==> config.mk <==
export PLATFORM = sky130hd
export DESIGN_NAME = sample_hold_range_mapper_unit
export DESIGN_NICKNAME = d
export VERILOG_FILES = /design/src/rtl/shrm_pkg.sv /design/src/rtl/shrm_div.sv /design/src/rtl/shrm_dp.sv /design/src/rtl/shrm_ctrl.sv /design/src/rtl/sample_hold_range_mapper_unit.sv
export SDC_FILE = /design/constraint.sdc
export NUM_CORES = 2
export LEC_CHECK = 0
export BUFFER_PORTS_ARGS = -buffer_cell sky130_fd_sc_hd__buf_2
export CAP_MARGIN = 30
export CORE_MARGIN = 3
export CORE_UTILIZATION = 41
export CTS_CLUSTER_DIAMETER = 50
export DETAILED_ROUTE_END_ITERATION = 10
export SLEW_MARGIN = 10
export SYNTH_ARGS = -nofsm -noshare
export SYNTH_HDL_FRONTEND = slang
export SYNTH_SLANG_ARGS = --single-unit
==> constraint.sdc <==
create_clock -name clk -period 20.3 [get_ports clk]
set_input_delay 5.075 -clock clk [delete_from_list [all_inputs] [get_ports clk]]
set_output_delay 5.075 -clock clk [all_outputs]
set_load 0.1 [all_outputs]
==> src/rtl/shrm_pkg.sv <==
// ----------------------------------------------------------------------------
// shrm_pkg
// Shared types and constants for the sample-and-hold range mapper.
// ----------------------------------------------------------------------------
package shrm_pkg;

	// Millivolt fields on the input stream
	localparam int MV_W      = 15;
	localparam int BOUND_W   = 16;
	localparam int IN_W      = 112;
	localparam int OUT_W     = 24;
	localparam int OUT_MV_W  = 16;

	// Input tdata layout, lowest bit first
	localparam int F_SIG_LSB    = 0;
	localparam int F_MIN_LSB    = 15;
	localparam int F_MAX_LSB    = 30;
	localparam int F_START_LSB  = 45;
	localparam int F_END_LSB    = 60;
	localparam int F_TOG_LSB    = 75;
	localparam int F_GATE_LSB   = 90;
	localparam int F_SIG_PRES   = 105;
	localparam int F_TOG_PRES   = 106;
	localparam int F_GATE_PRES  = 107;
	localparam int F_BUTTON     = 108;

	// Schmitt trigger thresholds, mV
	localparam logic signed [MV_W-1:0] LOW_MV  = 15'sd100;
	localparam logic signed [MV_W-1:0] HIGH_MV = 15'sd2000;

	// Bound scaling: divide by 10000 via reciprocal floor(2^42 / 10000)
	localparam int          CV_UNITY    = 10000;
	localparam int          RECIP_SHIFT = 42;
	localparam logic [28:0] RECIP_M     = 29'd439804651;

	// Sequential divider
	localparam int DIV_NUM_W = 32;
	localparam int DIV_DEN_W = 16;
	localparam int DIV_CNT_W = $clog2(DIV_NUM_W);

	// APB register map (word index)
	localparam int REG_IDX_W = 3;
	localparam logic [REG_IDX_W-1:0] REG_MIN_KNOB   = 3'd0;
	localparam logic [REG_IDX_W-1:0] REG_MAX_KNOB   = 3'd1;
	localparam logic [REG_IDX_W-1:0] REG_START_KNOB = 3'd2;
	localparam logic [REG_IDX_W-1:0] REG_END_KNOB   = 3'd3;
	localparam logic [REG_IDX_W-1:0] REG_INIT_HOLD  = 3'd4;

	// Knobs in order min, max, start, end
	typedef logic [3:0][MV_W-1:0] knob_arr_t;

	typedef enum logic [3:0] {
		ST_IDLE,
		ST_BMUL,
		ST_BREC,
		ST_BCHK,
		ST_BFIX,
		ST_MMUL,
		ST_DSTART,
		ST_DIV,
		ST_FIN,
		ST_DONE
	} ctrl_state_t;

	typedef enum logic [3:0] {
		STEP_IDLE,
		STEP_LOAD,
		STEP_BMUL,
		STEP_BREC,
		STEP_BCHK,
		STEP_BFIX,
		STEP_MMUL,
		STEP_DSTART,
		STEP_FIN
	} dp_step_t;

	typedef struct packed {
		dp_step_t   step;
		logic [1:0] bidx;
	} dp_cmd_t;

	typedef struct packed {
		logic sig_present;
		logic tog_present;
		logic gate_present;
		logic button;
		logic tog_ge_high;
		logic tog_le_low;
		logic gate_ge_high;
		logic gate_le_low;
		logic div_done;
	} dp_status_t;

	typedef struct packed {
		logic ready;
		logic done;
		logic updated;
		logic hold;
	} ctrl_status_t;

endpackage

==> src/rtl/shrm_div.sv <==
// ----------------------------------------------------------------------------
// shrm_div
// Unsigned restoring divider, one quotient bit per clock.
// ----------------------------------------------------------------------------
module shrm_div (
	input  logic                          clk,
	input  logic                          arst_n,
	input  logic                          start,
	input  logic [shrm_pkg::DIV_NUM_W-1:0] num,
	input  logic [shrm_pkg::DIV_DEN_W-1:0] den,
	output logic                          done,
	output logic [shrm_pkg::DIV_NUM_W-1:0] quot
);
	import shrm_pkg::*;

	logic                 busy_q;
	logic                 done_q;
	logic [DIV_CNT_W-1:0] cnt_q;
	logic [DIV_NUM_W-1:0] nq_q;   // numerator shifts out, quotient shifts in
	logic [DIV_DEN_W-1:0] rem_q;
	logic [DIV_DEN_W-1:0] den_q;

	logic [DIV_DEN_W:0]   trial;
	logic [DIV_DEN_W:0]   diff;
	logic                 fits;

	// Trial subtract of the divisor from the shifted remainder
	assign trial = {rem_q, nq_q[DIV_NUM_W-1]};
	assign diff  = trial - {1'b0, den_q};
	assign fits  = trial >= {1'b0, den_q};

	// Control
	always_ff @(posedge clk or negedge arst_n) begin
		if (!arst_n) begin
			busy_q <= 1'b0;
			done_q <= 1'b0;
			cnt_q  <= '0;
		end else begin
			done_q <= 1'b0;
			if (start) begin
				busy_q <= 1'b1;
				cnt_q  <= '0;
			end else if (busy_q) begin
				cnt_q <= cnt_q + 1'b1;
				if (cnt_q == DIV_CNT_W'(DIV_NUM_W - 1)) begin
					busy_q <= 1'b0;
					done_q <= 1'b1;
				end
			end
		end
	end

	// Datapath
	always_ff @(posedge clk) begin
		if (start) begin
			nq_q  <= num;
			den_q <= den;
			rem_q <= '0;
		end else if (busy_q) begin
			rem_q <= fits ? diff[DIV_DEN_W-1:0] : trial[DIV_DEN_W-1:0];
			nq_q  <= {nq_q[DIV_NUM_W-2:0], fits};
		end
	end

	assign done = done_q;
	assign quot = nq_q;

endmodule

==> src/rtl/shrm_dp.sv <==
// ----------------------------------------------------------------------------
// shrm_dp
// Datapath: scaled bounds, linear map, quotient sign, saturation, held value.
// ----------------------------------------------------------------------------
module shrm_dp #(
	parameter int VOLT_BITS = 16
) (
	input  logic                           clk,
	input  logic                           arst_n,
	input  shrm_pkg::dp_cmd_t              cmd,
	input  logic [shrm_pkg::IN_W-1:0]      in_data,
	input  shrm_pkg::knob_arr_t            knobs,
	output shrm_pkg::dp_status_t           status,
	output logic [shrm_pkg::OUT_MV_W-1:0]  out_mv
);
	import shrm_pkg::*;

	localparam int SUM_W = 34;
	localparam int EXT_W = (VOLT_BITS > OUT_MV_W) ? VOLT_BITS : OUT_MV_W;
	localparam longint SAT_HI_L = (longint'(1) << (VOLT_BITS - 1)) - 1;
	localparam logic signed [SUM_W-1:0] SAT_HI = SUM_W'(SAT_HI_L);
	localparam logic signed [SUM_W-1:0] SAT_LO = SUM_W'(-SAT_HI_L - 1);

	// Input fields
	logic signed [MV_W-1:0] in_tog;
	logic signed [MV_W-1:0] in_gate;

	// Captured sample
	logic signed [MV_W-1:0]  sig_q;
	logic [3:0][MV_W-1:0]    cv_q;

	// Bound pipeline registers
	logic signed [61:0]      prod_q;
	logic [28:0]             mag_q;
	logic                    neg_q;
	logic [14:0]             q0_q;
	logic [3:0][BOUND_W-1:0] bound_q;

	// Map registers
	logic [DIV_DEN_W-1:0]    den_mag_q;
	logic                    den_neg_q;
	logic                    den_zero_q;
	logic                    q_neg_q;
	logic signed [VOLT_BITS-1:0] held_q;

	// Shared multiplier
	logic signed [30:0]      mul_a;
	logic signed [30:0]      mul_b;
	logic signed [61:0]      mul_p;

	logic signed [MV_W-1:0]  cv_sel;
	logic [BOUND_W-1:0]      cv_ext;
	logic [BOUND_W-1:0]      cv_abs;
	logic [29:0]             p_neg;
	logic [28:0]             mag;
	logic [14:0]             q0;
	logic [28:0]             rem;
	logic [BOUND_W-1:0]      q_fix;
	logic signed [BOUND_W-1:0] b_lo, b_hi, b_st, b_en;
	logic signed [16:0]      dif_sig;
	logic signed [16:0]      dif_out;
	logic signed [16:0]      dif_den;
	logic [16:0]             den_neg_v;
	logic [32:0]             num_neg_v;
	logic [DIV_NUM_W-1:0]    num_mag;
	logic                    div_start;
	logic                    div_done;
	logic [DIV_NUM_W-1:0]    div_quot;
	logic signed [SUM_W-1:0] q_signed;
	logic signed [SUM_W-1:0] map_sum;
	logic signed [SUM_W-1:0] map_sat;
	logic signed [EXT_W-1:0] held_ext;

	assign in_tog  = in_data[F_TOG_LSB +: MV_W];
	assign in_gate = in_data[F_GATE_LSB +: MV_W];

	// Trigger levels and jack flags for the controller
	assign status.sig_present  = in_data[F_SIG_PRES];
	assign status.tog_present  = in_data[F_TOG_PRES];
	assign status.gate_present = in_data[F_GATE_PRES];
	assign status.button       = in_data[F_BUTTON];
	assign status.tog_ge_high  = in_tog >= HIGH_MV;
	assign status.tog_le_low   = in_tog <= LOW_MV;
	assign status.gate_ge_high = in_gate >= HIGH_MV;
	assign status.gate_le_low  = in_gate <= LOW_MV;
	assign status.div_done     = div_done;

	// Bound step helpers
	assign cv_sel = cv_q[cmd.bidx];
	assign cv_ext = {cv_sel[MV_W-1], cv_sel};
	assign cv_abs = cv_sel[MV_W-1] ? (BOUND_W'(0) - cv_ext) : cv_ext;
	assign p_neg  = 30'd0 - prod_q[29:0];
	assign mag    = prod_q[29] ? p_neg[28:0] : prod_q[28:0];
	assign q0     = prod_q[RECIP_SHIFT +: 15];
	assign rem    = mag_q - prod_q[28:0];
	assign q_fix  = {1'b0, q0_q} + BOUND_W'(rem >= 29'(CV_UNITY));

	// Map step helpers
	assign b_lo    = bound_q[0];
	assign b_hi    = bound_q[1];
	assign b_st    = bound_q[2];
	assign b_en    = bound_q[3];
	assign dif_sig = {{2{sig_q[MV_W-1]}}, sig_q} - {b_lo[BOUND_W-1], b_lo};
	assign dif_out = {b_en[BOUND_W-1], b_en} - {b_st[BOUND_W-1], b_st};
	assign dif_den = {b_hi[BOUND_W-1], b_hi} - {b_lo[BOUND_W-1], b_lo};
	assign den_neg_v = 17'd0 - dif_den;
	assign num_neg_v = 33'd0 - prod_q[32:0];
	assign num_mag   = prod_q[32] ? num_neg_v[DIV_NUM_W-1:0] : prod_q[DIV_NUM_W-1:0];

	// Multiplier operand select
	always_comb begin
		mul_a = '0;
		mul_b = '0;
		case (cmd.step)
			STEP_BMUL: begin
				mul_a = 31'(signed'(knobs[cmd.bidx]));
				mul_b = {15'd0, cv_abs};
			end
			STEP_BREC: begin
				mul_a = {2'b00, mag};
				mul_b = {2'b00, RECIP_M};
			end
			STEP_BCHK: begin
				mul_a = {16'd0, q0};
				mul_b = 31'(CV_UNITY);
			end
			STEP_MMUL: begin
				mul_a = 31'(dif_sig);
				mul_b = 31'(dif_out);
			end
			default: begin
				mul_a = '0;
				mul_b = '0;
			end
		endcase
	end

	assign mul_p = mul_a * mul_b;

	// Final value: sign the quotient, add start, saturate
	assign q_signed = q_neg_q ? (SUM_W'(0) - SUM_W'(div_quot)) : SUM_W'(div_quot);
	assign map_sum  = SUM_W'(b_st) + q_signed;
	always_comb begin
		if (map_sum > SAT_HI) begin
			map_sat = SAT_HI;
		end else if (map_sum < SAT_LO) begin
			map_sat = SAT_LO;
		end else begin
			map_sat = map_sum;
		end
	end

	assign div_start = cmd.step == STEP_DSTART;

	// Working registers
	always_ff @(posedge clk) begin
		case (cmd.step)
			STEP_LOAD: begin
				sig_q   <= in_data[F_SIG_LSB +: MV_W];
				cv_q[0] <= in_data[F_MIN_LSB +: MV_W];
				cv_q[1] <= in_data[F_MAX_LSB +: MV_W];
				cv_q[2] <= in_data[F_START_LSB +: MV_W];
				cv_q[3] <= in_data[F_END_LSB +: MV_W];
			end
			STEP_BMUL: begin
				prod_q <= mul_p;
			end
			STEP_BREC: begin
				prod_q <= mul_p;
				mag_q  <= mag;
				neg_q  <= prod_q[29];
			end
			STEP_BCHK: begin
				prod_q <= mul_p;
				q0_q   <= q0;
			end
			STEP_BFIX: begin
				bound_q[cmd.bidx] <= neg_q ? (BOUND_W'(0) - q_fix) : q_fix;
			end
			STEP_MMUL: begin
				prod_q     <= mul_p;
				den_mag_q  <= dif_den[16] ? den_neg_v[DIV_DEN_W-1:0]
				                          : dif_den[DIV_DEN_W-1:0];
				den_neg_q  <= dif_den[16];
				den_zero_q <= dif_den == 17'sd0;
			end
			STEP_DSTART: begin
				q_neg_q <= prod_q[32] ^ den_neg_q;
			end
			default: begin
			end
		endcase
	end

	// Held output value
	always_ff @(posedge clk or negedge arst_n) begin
		if (!arst_n) begin
			held_q <= '0;
		end else if (cmd.step == STEP_FIN) begin
			held_q <= den_zero_q ? '0 : VOLT_BITS'(map_sat);
		end
	end

	assign held_ext = EXT_W'(held_q);
	assign out_mv   = held_ext[OUT_MV_W-1:0];

	shrm_div u_div (
		.clk    (clk),
		.arst_n (arst_n),
		.start  (div_start),
		.num    (num_mag),
		.den    (den_mag_q),
		.done   (div_done),
		.quot   (div_quot)
	);

endmodule

==> src/rtl/shrm_ctrl.sv <==
// ----------------------------------------------------------------------------
// shrm_ctrl
// Controller: trigger and hold state, refresh decision, step sequencing.
// ----------------------------------------------------------------------------
module shrm_ctrl (
	input  logic                     clk,
	input  logic                     arst_n,
	input  logic                     in_valid,
	input  logic                     out_free,
	input  logic                     cfg_hold_we,
	input  logic                     cfg_hold_val,
	input  shrm_pkg::dp_status_t     dp_st,
	output shrm_pkg::dp_cmd_t        cmd,
	output shrm_pkg::ctrl_status_t   st
);
	import shrm_pkg::*;

	ctrl_state_t state_q, state_d;
	logic        hold_q, hold_d;
	logic        tog_hi_q, tog_hi_d;
	logic        gate_hi_q, gate_hi_d;
	logic        upd_q, upd_d;
	logic [1:0]  bidx_q, bidx_d;

	// State register
	always_ff @(posedge clk or negedge arst_n) begin
		if (!arst_n) begin
			state_q <= ST_IDLE;
		end else begin
			state_q <= state_d;
		end
	end

	// Trigger, hold and counter registers
	always_ff @(posedge clk or negedge arst_n) begin
		if (!arst_n) begin
			hold_q    <= 1'b0;
			tog_hi_q  <= 1'b1;
			gate_hi_q <= 1'b1;
			upd_q     <= 1'b0;
			bidx_q    <= '0;
		end else begin
			hold_q    <= cfg_hold_we ? cfg_hold_val : hold_d;
			tog_hi_q  <= tog_hi_d;
			gate_hi_q <= gate_hi_d;
			upd_q     <= upd_d;
			bidx_q    <= bidx_d;
		end
	end

	// Next state and commands
	always_comb begin
		logic tog_rise;
		logic gate_rise;
		logic refresh;

		state_d    = state_q;
		hold_d     = hold_q;
		tog_hi_d   = tog_hi_q;
		gate_hi_d  = gate_hi_q;
		upd_d      = upd_q;
		bidx_d     = bidx_q;
		cmd.step   = STEP_IDLE;
		cmd.bidx   = bidx_q;
		st.ready   = 1'b0;
		st.done    = 1'b0;
		st.updated = upd_q;
		st.hold    = hold_q;
		tog_rise   = 1'b0;
		gate_rise  = 1'b0;
		refresh    = 1'b0;

		case (state_q)
			ST_IDLE: begin
				st.ready = 1'b1;
				if (in_valid) begin
					cmd.step = STEP_LOAD;
					// toggle trigger: a rising edge flips hold mode
					if (dp_st.tog_present) begin
						if (tog_hi_q) begin
							if (dp_st.tog_le_low) begin
								tog_hi_d = 1'b0;
							end
						end else if (dp_st.tog_ge_high) begin
							tog_hi_d = 1'b1;
							tog_rise = 1'b1;
						end
					end
					hold_d = hold_q ^ tog_rise;
					// refresh decision; gate trigger only in hold mode w/o button
					if (dp_st.sig_present) begin
						if (hold_d) begin
							if (dp_st.button) begin
								refresh = 1'b1;
							end else if (dp_st.gate_present) begin
								if (gate_hi_q) begin
									if (dp_st.gate_le_low) begin
										gate_hi_d = 1'b0;
									end
								end else if (dp_st.gate_ge_high) begin
									gate_hi_d = 1'b1;
									gate_rise = 1'b1;
								end
								refresh = gate_rise;
							end
						end else begin
							refresh = 1'b1;
						end
					end
					upd_d   = refresh;
					bidx_d  = '0;
					state_d = refresh ? ST_BMUL : ST_DONE;
				end
			end
			ST_BMUL: begin
				cmd.step = STEP_BMUL;
				state_d  = ST_BREC;
			end
			ST_BREC: begin
				cmd.step = STEP_BREC;
				state_d  = ST_BCHK;
			end
			ST_BCHK: begin
				cmd.step = STEP_BCHK;
				state_d  = ST_BFIX;
			end
			ST_BFIX: begin
				cmd.step = STEP_BFIX;
				bidx_d   = bidx_q + 1'b1;
				state_d  = (bidx_q == 2'd3) ? ST_MMUL : ST_BMUL;
			end
			ST_MMUL: begin
				cmd.step = STEP_MMUL;
				state_d  = ST_DSTART;
			end
			ST_DSTART: begin
				cmd.step = STEP_DSTART;
				state_d  = ST_DIV;
			end
			ST_DIV: begin
				if (dp_st.div_done) begin
					state_d = ST_FIN;
				end
			end
			ST_FIN: begin
				cmd.step = STEP_FIN;
				state_d  = ST_DONE;
			end
			ST_DONE: begin
				if (out_free) begin
					st.done = 1'b1;
					state_d = ST_IDLE;
				end
			end
			default: begin
				state_d = ST_IDLE;
			end
		endcase
	end

endmodule

==> src/rtl/sample_hold_range_mapper_unit.sv <==
// ----------------------------------------------------------------------------
// sample_hold_range_mapper_unit
// Sample-and-hold with linear rescale of a millivolt signal into a
// CV-scaled output range, with toggle and gate Schmitt triggers.
// ----------------------------------------------------------------------------
//
// Channel   Direction  Handshake              Payload
// config    in         psel/penable/pready    5 registers, 32-bit, paddr[4:2]
// s_*       in         s_tvalid/s_tready      one tick: signal, CVs, jack flags
// m_*       out        m_tvalid/m_tready      out_mv, updated, hold_active
//
// A refreshing tick runs through four scaled bounds, each as multiply, reciprocal,
// check and fix steps on the shared multiplier, then map product, divider start,
// the divider shifts and its done strobe, final sum and hand-off. A tick without
// refresh goes straight from acceptance to hand-off.
// One tick is in work at a time; the next is taken once the result has moved
// into the output register, which may still be waiting on m_tready.
// Reset sets both triggers high and clears hold mode and held value; no clearing pass.
//
module sample_hold_range_mapper_unit #(
	parameter int VOLT_BITS = 16
) (
	input  logic         clk,
	input  logic         arst_n,
	// config port
	input  logic         psel,
	input  logic         penable,
	input  logic         pwrite,
	input  logic [4:0]   paddr,
	input  logic [31:0]  pwdata,
	output logic [31:0]  prdata,
	output logic         pready,
	// input stream
	input  logic         s_tvalid,
	output logic         s_tready,
	// signal_mv, min_cv_mv, max_cv_mv, start_cv_mv, end_cv_mv, toggle_cv_mv,
	// gate_cv_mv (15 bits each), signal_present, toggle_present,
	// gate_present, gate_button (1 bit each), zero pad
	input  logic [111:0] s_tdata,
	// output stream
	output logic         m_tvalid,
	input  logic         m_tready,
	// out_mv (16), updated (1), hold_active (1), zero pad
	output logic [23:0]  m_tdata
);
	import shrm_pkg::*;

	logic                  cfg_we;
	logic [REG_IDX_W-1:0]  cfg_idx;
	knob_arr_t             knob_q;
	logic                  init_hold_q;

	dp_cmd_t               dp_cmd;
	dp_status_t            dp_st;
	ctrl_status_t          ctrl_st;
	logic [OUT_MV_W-1:0]   dp_out_mv;

	logic                  out_valid_q;
	logic [OUT_W-1:0]      out_data_q;
	logic                  out_free;

	// Register writes
	assign pready  = 1'b1;
	assign cfg_we  = psel && penable && pwrite && pready;
	assign cfg_idx = paddr[4:2];

	always_ff @(posedge clk or negedge arst_n) begin
		if (!arst_n) begin
			knob_q[0]   <= 15'sd0;
			knob_q[1]   <= 15'sd10000;
			knob_q[2]   <= 15'sd0;
			knob_q[3]   <= 15'sd10000;
			init_hold_q <= 1'b0;
		end else if (cfg_we) begin
			case (cfg_idx)
				REG_MIN_KNOB:   knob_q[0]   <= pwdata[MV_W-1:0];
				REG_MAX_KNOB:   knob_q[1]   <= pwdata[MV_W-1:0];
				REG_START_KNOB: knob_q[2]   <= pwdata[MV_W-1:0];
				REG_END_KNOB:   knob_q[3]   <= pwdata[MV_W-1:0];
				REG_INIT_HOLD:  init_hold_q <= pwdata[0];
				default: begin
				end
			endcase
		end
	end

	// Register reads
	always_comb begin
		case (cfg_idx)
			REG_MIN_KNOB:   prdata = 32'(signed'(knob_q[0]));
			REG_MAX_KNOB:   prdata = 32'(signed'(knob_q[1]));
			REG_START_KNOB: prdata = 32'(signed'(knob_q[2]));
			REG_END_KNOB:   prdata = 32'(signed'(knob_q[3]));
			REG_INIT_HOLD:  prdata = {31'd0, init_hold_q};
			default:        prdata = '0;
		endcase
	end

	assign s_tready = ctrl_st.ready;

	shrm_ctrl u_ctrl (
		.clk          (clk),
		.arst_n       (arst_n),
		.in_valid     (s_tvalid),
		.out_free     (out_free),
		.cfg_hold_we  (cfg_we && (cfg_idx == REG_INIT_HOLD)),
		.cfg_hold_val (pwdata[0]),
		.dp_st        (dp_st),
		.cmd          (dp_cmd),
		.st           (ctrl_st)
	);

	shrm_dp #(
		.VOLT_BITS (VOLT_BITS)
	) u_dp (
		.clk     (clk),
		.arst_n  (arst_n),
		.cmd     (dp_cmd),
		.in_data (s_tdata),
		.knobs   (knob_q),
		.status  (dp_st),
		.out_mv  (dp_out_mv)
	);

	// Output register
	assign out_free = !out_valid_q || m_tready;

	always_ff @(posedge clk or negedge arst_n) begin
		if (!arst_n) begin
			out_valid_q <= 1'b0;
		end else if (ctrl_st.done) begin
			out_valid_q <= 1'b1;
		end else if (m_tready) begin
			out_valid_q <= 1'b0;
		end
	end

	always_ff @(posedge clk) begin
		if (ctrl_st.done) begin
			out_data_q <= {6'd0, ctrl_st.hold, ctrl_st.updated, dp_out_mv};
		end
	end

	assign m_tvalid = out_valid_q;
	assign m_tdata  = out_data_q;

	// A taken tick keeps the input closed for at least the next cycle
	a_busy_after_accept: assert property (@(posedge clk) disable iff (!arst_n)
		(s_tvalid && s_tready) |=> !s_tready)
		else $error("input ready right after a transaction");

	// A finished result only moves when the output register can take it
	a_done_needs_room: assert property (@(posedge clk) disable iff (!arst_n)
		ctrl_st.done |-> (!m_tvalid || m_tready))
		else $error("result overwrote a pending output");

	// Writing the hold register loads hold mode at once
	a_hold_load: assert property (@(posedge clk) disable iff (!arst_n)
		(cfg_we && (cfg_idx == REG_INIT_HOLD)) |=> (ctrl_st.hold == $past(pwdata[0])))
		else $error("hold mode not loaded by register write");

	// A drained output with nothing new behind it goes empty
	a_out_drain: assert property (@(posedge clk) disable iff (!arst_n)
		(m_tvalid && m_tready && !ctrl_st.done) |=> !m_tvalid)
		else $error("output valid held after drain");

endmodule

==> results.yml <==
pwr:
  leakagePower_nw: 27.9
  cellPowerDensity_nw_per_um2: 76.5
  power_mw: 4.53
  irDropWorstVdd_v: 0.0000831
timing:
  period_minus_slack_ns: 12.95
  period_share_pct: 63.8
  rsz0062_at_grt: "no"
  slew_headroom_pct: 24.1
  tightest_slew_ns: 1.13
  fin_ws_ns: 7.35
  timing.hold.ws_ns: 0.402
  skew_ns: 0.0774
  hold_viol: 0
  final.setup.tns_ns: 0
  slew_violations: 0
  setup_violations: 0
  fmax_ghz: 0.0772
logic_synthesis:
  yosys_warnings: 0
  synthMuxAreaShare_pct: 3.47
  synth_edf_count: 317
  yosys.area_share.simple_pct: 11.0
  synthXorXnorAreaFrac_pct: 4.67
  synth_top_family_by_area: "adder cells"
  synthFlopType: "edfxtp_1"
  synth_area_um2: 54000
  async_reset_ff_share_pct: 22.2
  synthAdderAreaFrac_pct: 40.3
  syn-instance-count: 5348
  avgSynthCellArea_um2: 10.1
  synth_cell_type_count: 95
  ys_ff_latch: 428
  ys_seq_area_share_pct: 22.7
  synth_compound_area_share_pct: 9.16
routing:
  postRouteWirelength_mm: 150
  drt-initial-drc-count: 2604
  drc_errors: 0
  vias: 38422
  wl_per_cell_um: 20.6
  first_pass_iters: 5
  avgViaCountPerCell: 5.27
  postRouteAntennaNets: 0
die:
  die_x_um: 369
  start_util_pct: 41.5
  die_height_um: 369
  io-pin-count: 215
  core_region_area_um2: 130000
  design.die.area_um2: 136000
  rows: 132
placed_design:
  dpl_cell_area_um2: 57000
  gp_congestion: 0.910
  place_hpwl_mm: 124
  port_buffers: 185
  dp.cells: 7159
  pre_cts_slack_ns: 7.52
critical_path:
  crit_arrival_ns: 13.27
  crit_required_ns: 20.62
  cp-endpoint: "u_dp.prod_q[56]$_DFFE_PN_"
  r2r-end: "u_dp.prod_q[56]$_DFFE_PN_"
  crit_start: "u_dp.b_lo[0]$_DFFE_PP_"
  worstRegToRegCells: 39
  crit_path_start_kind: "flip-flop"
  worstPathMaxFanout: 32
  r2r_slack_ns: 7.35
  slowest_delay_ns: 0.75
  crit_path_top_delay_cell: "fa_1"
  endpoint_kind: "flip-flop"
  rr_startpoint: "u_dp.b_lo[0]$_DFFE_PP_"
  crit_top_cell: "fa_1"
  crit_type: "flip-flop to flip-flop"
cells_and_area:
  design_area_um2: 59100
  layout.nets: 6855
  final_cell_mix: "inv_1 (1009), fa_1 (875), nand2_1 (484), nor2_1 (406), ha_1 (338)"
  final_cells: 7286
  post-route-util_pct: 45.4
  area_delta_synth_final_pct: 9.55
  final_common_cell: "inv_1"
  drive_gt1_share_pct: 10.3
global_route:
  gr-usage-met1_pct: 30.7
  gr-usage-met3_pct: 3.62
  grt_max_degree: 78
  grt_pass1_vias: 39688
  grt_pass1_wl_mm: 235
  grt_use_met2_pct: 36.4
  antenna_found_initial: 10
  grt_usage_pct: 22.4
  top_usage_layer: "met2"
  grt.overflow.total: 0
worst_hold_path:
  min_path_type: "flip-flop to flip-flop"
clock_network:
  cts_hold_buffers: 0
  clkLatencyLatePin_ns: 0.66
  cts_resized: 0
  cts_buffers: 60
  cts-htree-levels: 2
  root_buffer: "clkbuf_16"
  clock-sinks: 428
  clk_pin_slew_ns: 0.06
  postCtsSetupRepairBufs: 0
  clockBufferDepth: 3
  cts_tree: "yes"
job:
  cap_viol_max_count: 0
outcome:
  status: "finished, final reports clean"
state kept, by name, indices dropped and copies added, names as in the netlist, 18 cells and up:
register / count
knob_q: 60
u_dp.cv_q: 60
u_dp.mag_q: 29
u_dp.u_div.quot: 32
m_tdata: 18
u_dp.prod_q: 48
metal layers:
| metal | wire [µm] | vias up |
|---|---|---|
| met3 | 10200 | 261 |
| met5 | 12 | - |
| met1 | 64500 | 19489 |
| met2 | 70300 | 1123 |
| li1 | - | 17547 |
| met4 | 5310 | 2 |
logic make-up after synthesis:
kind of cell | after synthesis
and+or+nand+nor | 1318
buffers and inverters | 1215
AOI/OAI and AO/OA | 758
DFF | 428
adders and majority gates | 1213
muxes | 126
xor gates and xnor gates | 288
other | 2
power breakdown:
group,switching [mW],internal (mW)
Clock,0.437,0.598
Sequential,0.129,1.14
Combinational,1.42,0.796
cell usage after synthesis, types with 10 or more instances:
cell type  count  area (µm²)
mux4_2        42         946
a22o_1        10        87.6
o41ai_1       11        96.3
buf_4         28         210
o21a_1        36         270
nand3_1       63         315
a221o_1       16         160
or4_1         13        97.6
a21o_1        76         571
and3_1        36         225
or3_1         19         119
nor2_1       409        1540
nor4_1        19         119
xnor2_1      220        1930
mux2i_1       14         140
nor3_1        56         280
nor2b_1       50         313
o31ai_1       32         240
clkbuf_1     137         514
a21oi_1      180         901
mux2_2        70         788
fa_1         875       17500
inv_1       1011        3790
dfstp_2       12         315
nand4_1       27         169
o21bai_1      19         143
o21ai_0      205        1030
and2_1        41         257
nand2b_1      52         325
nand2_1      485        1820
a31oi_1       16         100
dfxtp_1       16         320
dfrtp_1       83        2080
o211ai_1      16         120
ha_1         338        4230
a211oi_1      26         195
edfxtp_1     317        9520
xor2_1        68         596
or2_2         16         100
buf_2         12        60.1
buf_1         18        67.6
worst max-delay path, delay by kind of cell, from the launching register on:
family | cells | cell delay, ns
adder cells (fa/ha/maj) | 11 | 5.53
XOR/XNOR | 1 | 0.16
AO/OA/AOI/OAI | 10 | 2.07
flip-flops | 1 | 0.47
buffers and inverters | 8 | 1.18
AND/OR/NAND/NOR | 9 | 3.15
worst min path at each step:
stage	to	startpoint	cells past startpoint
6_report	m_tdata[16]$_DFFE_PP_	u_ctrl.upd_q$_DFFE_PN0P_	0
5_1_grt	m_tdata[16]$_DFFE_PP_	u_ctrl.upd_q$_DFFE_PN0P_	0
3_3_place_gp	u_dp.u_div.den_q[11]$_DFFE_PP_	u_dp.den_mag_q[11]$_DFFE_PN_	0
4_1_cts	m_tdata[16]$_DFFE_PP_	u_ctrl.upd_q$_DFFE_PN0P_	0
3_5_place_dp	u_dp.u_div.den_q[1]$_DFFE_PP_	u_dp.den_mag_q[1]$_DFFE_PN_	0
2_1_floorplan	u_dp.u_div.den_q[0]$_DFFE_PP_	u_dp.den_mag_q[0]$_DFFE_PN_	0
area by class of cell:
cell class,instances,area (µm²)
clock inverter,45,468
tap,1742,2180
inverter,1017,3820
multi-input combinational,3710,37200
antenna,6,15.0
sequential,428,12200
timing repair buffer,269,1630
fill,12447,71000
clock buffer,69,1570
Power figures use the tool's default switching activity.
